File: src/sv/fbrf_fifo.sv
module fbrf_fifo #(
  parameter int W     = 16,
  parameter int DEPTH = 2
) (
  input  logic         clk,
  input  logic         rst,
  input  logic         push,
  input  logic [W-1:0] din,
  output logic         full,
  input  logic         pop,
  output logic [W-1:0] dout,
  output logic         empty
);

  localparam int PW = (DEPTH > 1) ? $clog2(DEPTH) : 1;
  localparam int NW = $clog2(DEPTH + 1);

  logic [W-1:0]  mem [DEPTH];
  logic [PW-1:0] wr_ptr;
  logic [PW-1:0] rd_ptr;
  logic [NW-1:0] count;
  logic          do_push;
  logic          do_pop;

  assign full    = (count == NW'(DEPTH));
  assign empty   = (count == '0);
  assign do_push = push && !full;
  assign do_pop  = pop && !empty;
  assign dout    = mem[rd_ptr];

  always_ff @(posedge clk) begin
    if (do_push) begin
      mem[wr_ptr] <= din;
    end
  end

  always_ff @(posedge clk) begin
    if (rst) begin
      wr_ptr <= '0;
      rd_ptr <= '0;
      count  <= '0;
    end else begin
      if (do_push) begin
        wr_ptr <= (wr_ptr == PW'(DEPTH - 1)) ? '0 : wr_ptr + 1'b1;
      end
      if (do_pop) begin
        rd_ptr <= (rd_ptr == PW'(DEPTH - 1)) ? '0 : rd_ptr + 1'b1;
      end
      if (do_push && !do_pop) begin
        count <= count + 1'b1;
      end else if (do_pop && !do_push) begin
        count <= count - 1'b1;
      end
    end
  end

endmodule

File: config.mk
export PLATFORM = sky130hd
export DESIGN_NAME = fbrf_fifo
export DESIGN_NICKNAME = d
export VERILOG_FILES = /design/src/sv/fbrf_fifo.sv
export SDC_FILE = /design/constraint.sdc
export NUM_CORES = 1
export LEC_CHECK = 0
export BUFFER_PORTS_ARGS = -buffer_cell sky130_fd_sc_hd__buf_2
export CAP_MARGIN = 20
export CELL_PAD_IN_SITES_DETAIL_PLACEMENT = 1
export CELL_PAD_IN_SITES_GLOBAL_PLACEMENT = 1
export CORE_MARGIN = 1
export CORE_UTILIZATION = 35
export DETAILED_ROUTE_END_ITERATION = 6
export PLACE_DENSITY = 0.77
export SKIP_CTS_REPAIR_TIMING = 1
export SYNTH_ARGS = -nofsm -noshare
export SYNTH_HDL_FRONTEND = slang
export SYNTH_SLANG_ARGS = --single-unit
export TNS_END_PERCENT = 50
File: constraint.sdc
create_clock -name clk -period 1.9 [get_ports clk]
set_input_delay 0.19 -clock clk [delete_from_list [all_inputs] [get_ports clk]]
set_output_delay 0.19 -clock clk [all_outputs]
set_load 0.03 [all_outputs]
==> results of run 1 <==
cell usage after synthesis (all sizes together):
cell type  number  area share, %
mux2           16             13
o21ai           3            1.1
and2            1           0.46
dfxtp           5            7.3
inv             2           0.55
nor2            5            1.4
xor2            3            1.9
nor2b           1           0.64
ha              1           0.91
a21oi           2           0.73
buf             2           0.73
edfxtp         32             70
or3             2           0.91
worst max-delay path: cells and delay by family, from the launching register on:
kind | cells | cell delay (ns)
flops | 1 | 0.39
buf+inv | 2 | 0.43
mux | 1 | 0.36
metal layers:
layer  vias to the layer above  track usage (%)
met1                       366             13.4
li1                        368                -
met5                         -                0
met4                         0             5.83
met2                        31             20.7
met3                         4             5.28
sequential cells by signal (all words and copies together) (netlist names), named ones only:
name and flops:
wr_ptr 1, mem 32, count 2, rd_ptr 1
cells by family (layout without fill, tap and decap cells):
group,after synthesis,after routing,synth area share (%)
AO/OA/AOI/OAI,5,5,1.83
multiplexers,16,16,13.2
buffers and inverters,4,50,1.28
XOR/XNOR,3,3,1.92
adder cells (fa/ha/maj),1,1,0.914
AND/OR/NAND/NOR,9,9,3.38
flip-flops,37,37,77.5
power groups by stage:
stage	sequential [mW]	clock, mW	combinational (mW)
after floorplan	1.08	0	0.620
after global placement	1.10	0	0.810
after detailed placement	1.11	0	0.833
after CTS	1.09	0.522	0.838
after global routing	1.10	0.553	0.881
final	1.09	0.496	0.821
metrics by stage:
stage | setup WS (ns) | util [%] | instance area, um2 | hold slack (ns)
5_1_grt | 0.163 | 46.0 | 1710 | 0.0838
4_1_cts | 0.218 | 46.0 | 1710 | 0.0880
2_1_floorplan | 0.231 | - | 1370 | 0.259
3_3_place_gp | 0.444 | 43.8 | 1630 | 0.380
3_5_place_dp | 0.309 | 43.8 | 1630 | 0.382
6_report | 0.250 | 46.0 | 1710 | 0.0994
final cells by class:
type                            instances  area, um2
Clock buffer                            6       72.6
Clock inverter                          2       10.0
Fill cell                             404       2010
Inverter                                2       7.51
Multi-Input combinational cell         34        290
Sequential cell                        37       1060
Tap cell                               48       60.1
Timing Repair Buffer                   40        208
how the worst max path moves through the flow:
stage / end / depth (start not counted)
6_report: dout[9] / 3
5_1_grt: dout[5] / 3
4_1_cts: dout[9] / 3
3_5_place_dp: count[1] / 5
3_3_place_gp: count[1] / 5
2_1_floorplan: count[1] / 5
==> results.md, run 1 <==
- Setup TNS: 0 ns
- Antenna diodes: 0
- Worst r2r path cells: 5
- Final #Nets: 141
- DR top layer: met4
- Most frequent cells in the layout: buf_2, edfxtp_1, mux2_2
- Post-Syn Nets: 96
- Cell count after synthesis: 75
- Dpl hpwl: 1600 um
- Metal-1 WL: 923 um
- Final Max Slew Viols: 0
- Core area: 0.00372 mm2
- CTS sink cnt: 37
- # H-tree levels: 2
- Part of the power in registers: 45.2%
- DRT antenna net count: 0
- RR Startpoint: count[1]
- Final hold vios: 0
- Global-route wire length before repair: 3630 um
- Post-DR vias/cell: 4.55
- CTS tree: yes
- Placed Cells incl. Taps: 161
- Drt pass-1 iters: 3
- Clk_lat worst skew: 0.28 ns
- Critical Path AT: 1.46 ns
- Worst r2r dst: count[1]
- DRC violations left: 0
- Max_slew headroom: 80.6%
- Die height: 64.5 um
- Power consumption: 2.40 mW
- Sw Share: 34.1%
- CTS Root Cell: clkbuf_8
- Layout Cells excl Fill: 169
- Initial antenna violation count: 0
- Critical Path RT: 1.71 ns
- I/O Buffers: 37
- Cell-internal power: 1.58 mW
- Total number of vias: 769
- Critical path, cell by cell: buf_4 -> mux2_2 -> buf_2
- RePlAce Congestion: 0.640
- Routed wire per std cell: 13.5 um
- Max Cap Viol: 0
- Full die area: 0.00416 mm2
- Startpoint types: flop
- RSZ-0062 raised after global routing: no
- Total grt overflow: 0
- Power Density: 1410 mW/mm2
- Lkg Pwr: 0.665 nW
- DR WL met2: 1150 um
- Crit Path Class: reg -> out
- Max frequency: 606 MHz
- Final Critical Period: 1.65 ns
- Number of global-route vias before repair: 795
- Critical path's slowest cell: dfxtp_1
- Row Count: 22
- Layout area overhead: 24.9%
- Post-Syn Area: 0.00137 mm2
- Seq/Total Area, Yosys: 77.5%
- Synthesis-stage register bit count: 37
- Clk network pwr share: 20.7%
- Hold WC Path Type: in -> reg
- Die W: 64.5 um
- NetSw: 0.820 mW
- Max VDD drop: 950 uV
- Clock skew: 0.00353 ns
- Synth warn: 0
- Layout cell share with drive strength beyond 1: 52.9%
- Clock transition at path regs: 0.07 ns
- DR iter-0 viols: 31
- CTS Buf Count: 5
- Logic pwr share: 34.2%
- CP endpoint kind: output port
- Crit share post-route: 86.8%
- Maximum clock insertion buffer count: 2
- Source of the worst hold timing path: din[14]
- CP max stage delay: 0.39 ns
- Final setup fails: 0
- WL final: 2280 um
- R2r setup slk: 0.31 ns
- Avg Cell Area, Syn: 18.3 um2
- Commonest non-fill, non-tap cell in the layout: buf_2
- Post-synthesis cell type count: 13
- Status: finished, final reports clean
- Routed wl met3: 183 um
- Worst Hold Depth: 1
- Total track usage: 12.3%
- Largest net degree at the start of global routing: 17
- IO Count: 38
- Measured slew at the worst slew-check pin: 0.288 ns
- Hold Path End: mem[1][14]
- Initial Util: 36.8%
- Worst-path maximum fanout: 13
(Power assumes the default switching activity.)
==> run 2, diff against run 1 <==
--- a/config.mk
+++ b/config.mk
@@ -5,14 +5,14 @@
 export SDC_FILE = /design/constraint.sdc
 export NUM_CORES = 1
 export LEC_CHECK = 0
+export ABC_AREA = 1
 export BUFFER_PORTS_ARGS = -buffer_cell sky130_fd_sc_hd__buf_2
-export CAP_MARGIN = 20
 export CELL_PAD_IN_SITES_DETAIL_PLACEMENT = 1
 export CELL_PAD_IN_SITES_GLOBAL_PLACEMENT = 1
 export CORE_MARGIN = 1
 export CORE_UTILIZATION = 35
 export DETAILED_ROUTE_END_ITERATION = 6
-export PLACE_DENSITY = 0.77
+export PLACE_DENSITY = 0.76
 export SKIP_CTS_REPAIR_TIMING = 1
 export SYNTH_ARGS = -nofsm -noshare
 export SYNTH_HDL_FRONTEND = slang
==> results.md, run 2 <==
- Critical Path RT: 1.71 ns (about the same)
- # H-tree levels: 2 (unchanged)
- Crit share post-route: 88.5% (+1.6 points)
- Post-DR vias/cell: 4.57 (+0.38%)
- Critical Path AT: 1.49 ns (+0.03 ns)
- Area leader, netlist: edfxtp_1
- Synth warn: 0 (unchanged)
- Core area: 0.00400 mm2 (+7.6%)
- Top cells by area, synth: edfxtp_1, mux2_4, dfxtp_1, mux2_2, nor2_1
- Maximum clock insertion buffer count: 2 (unchanged)
- DR iter-0 viols: 39 (+26%)
- Clock skew: 0.00767 ns (+0.00414 ns)
- Lkg Pwr: 0.763 nW (+15%)
- Most used flip-flop cell after synthesis: edfxtp_1
- Die W: 66.5 um (+3.1%)
- Final Max Slew Viols: 0 (unchanged)
- Top flop regs: mem x32, count x2
- Initial Util: 36.4% (-0.39 points)
- Crit Path Class: reg -> out
- Pre-CTS setup slack: 0.418 ns (+0.109 ns)
- Row Count: 23 (+4.5%)
- Final Critical Period: 1.68 ns (+0.0311 ns)
- Fin util: 46.6% (+0.58 points)
- RePlAce Congestion: 0.677 (+5.7%)
- Total grt overflow: 0 (unchanged)
- Setup TNS: 0 ns (unchanged)
- Worst-path maximum fanout: 10 (-3)
- Full die area: 0.00443 mm2 (+6.3%)
- Post-Syn Area: 0.00146 mm2 (+6.5%)
- Die height: 66.5 um (+3.1%)
- Max_slew headroom: 76.0% (-4.6 points)
- Post-synth EDFFs: 32 (unchanged)
- RR Startpoint: count[1]
- Synth top area share: 65.9% (-4.3 points)
- DRT antenna net count: 0 (unchanged)
- Largest net degree at the start of global routing: 13 (-4)
- Final #Nets: 155 (+9.9%)
- Synthesis-stage register bit count: 37 (unchanged)
- Power Density: 1480 mW/mm2 (+5.2%)
- Cell count after synthesis: 87 (+16%)
- Clk_lat worst skew: 0.28 ns (about the same)
- Avg Cell Area, Syn: 16.8 um2 (-8.2%)
- Global-route wire length before repair: 3880 um (+6.8%)
- CP endpoint kind: output port
- Setup ws final: 0.219 ns (-0.0311 ns)
- Power consumption: 2.76 mW (+15%)
- Drt pass-1 iters: 5 (+2)
- WL final: 2480 um (+8.8%)
- Hold WC Path Type: in -> reg
- Dpl hpwl: 1910 um (+20%)
- Layout cell share with drive strength beyond 1: 53.3% (+0.44 points)
- Clock transition at path regs: 0.07 ns (about the same)
- Antenna diodes: 0 (unchanged)
- Source of the worst hold timing path: din[2]
- Most frequent cells after synthesis: edfxtp_1, mux2_4, nor2_1
- Max VDD drop: 808 uV (-15%)
- Total track usage: 12.5% (+0.16 points)
- Most frequent cell after synthesis: edfxtp_1
- Total number of vias: 845 (+9.9%)
- DRC violations left: 0 (unchanged)
- RSZ-0062 raised after global routing: no
- CTS sink cnt: 37 (unchanged)
- Final setup fails: 0 (unchanged)
- Post-synthesis cell type count: 19 (+6)
- Initial antenna violation count: 0 (unchanged)
- IO Count: 38 (unchanged)
- Reg with most FFs: mem
- Max Cap Viol: 0 (unchanged)
- Final hold vios: 0 (unchanged)
- Max reg flops: 32 (unchanged)
- Measured slew at the worst slew-check pin: 0.359 ns (+0.0713 ns)
- Number of global-route vias before repair: 889 (+12%)
- Most frequent cells in the layout: buf_2, edfxtp_1, mux2_4
- Ys async rst share: 0% (unchanged)
- Seq/Total Area, Yosys: 72.8% (-4.7 points)
- Max frequency: 595 MHz (-1.9%)
- CTS tree: yes
- CTS Buf Count: 5 (unchanged)
- Layout area overhead: 27.8%
- Post-Syn Nets: 108 (+13%)
- CTS Root Cell: clkbuf_8
- I/O Buffers: 37 (unchanged)
- Commonest non-fill, non-tap cell in the layout: buf_2
- Fillers: 425 (+5.2%)
- Routed wire per std cell: 13.4 um (-0.59%)
- Startpoint types: flop
- Status: finished, final reports clean
run 2: changes by cell type after synthesis, sizes merged:
cell | before | now
nor2b | 1 | 0
inv | 2 | 9
o21ai | 3 | 5
nand4 | 0 | 1
nand2 | 0 | 4
a21oi | 2 | 1
nor2 | 5 | 9
xor2 | 3 | 0
nand3 | 0 | 1
or3 | 2 | 0
run 2: worst paths after layout:
path	to	slack, ns	cells past startpoint
worst max-delay path	dout[12]	0.22	3
worst min-delay path	mem[1][2]	0.09	1
worst max register to register	count[1]	0.40	9
worst min register to register	wr_ptr	0.53	2
run 2: kinds of logic (layout without fill, tap and decap cells):
group           after synthesis  in the layout  share of synthesized area (%)
compound gates                6              6                           2.57
fa+ha+maj                     1              1                          0.858
buf+inv                      11             59                           4.12
flops                        37             37                           72.8
mux                          16             16                           14.9
simple gates                 16             16                           4.72
run 2: layout make-up:
class                      instances  area, um2  share of cell area (%)
multi-input combinational         39        337                    18.1
timing repair buffer              42        235                    12.6
clock inverter                     3       65.1                    3.49
clock buffer                       5       68.8                    3.69
sequential                        37       1060                    57.0
tap                               50       62.6                    3.36
inverter                           9       33.8                    1.81
run 2: metal layers:
layer,share of wire [%],wire [um],global-route usage (%),up-vias
met2,52,1290,21.7,29
met3,7.3,180,4.28,5
li1,-,-,-,405
met1,39,976,13.4,406
met4,1.4,34,6.38,0
met5,0,0,0,-
run 2: metrics by stage:
stage / instance area [um2] / hold slack (ns) / std cells
final: 1860 / 0.0881 / 185
after global routing: 1860 / 0.0799 / 185
after CTS: 1860 / 0.0814 / 185
after detailed placement: 1730 / 0.382 / 177
after global placement: 1730 / 0.381 / 177
after floorplan: 1460 / 0.289 / 87
run 2: power by group:
group | switching (mW) | total [mW] | leakage (nW) | internal [mW]
Combinational | 0.519 | 0.858 | 0.355 | 0.338
Sequential | 0.0766 | 1.11 | 0.340 | 1.03
Clock | 0.270 | 0.791 | 0.0681 | 0.521
Total | 0.866 | 2.76 | 0.763 | 1.89
run 2: worst max-delay path: stages, from the launching register on:
cell and delay (ns):
dfxtp_1 0.54, buf_12 0.20, mux2_4 0.30, buf_2 0.18
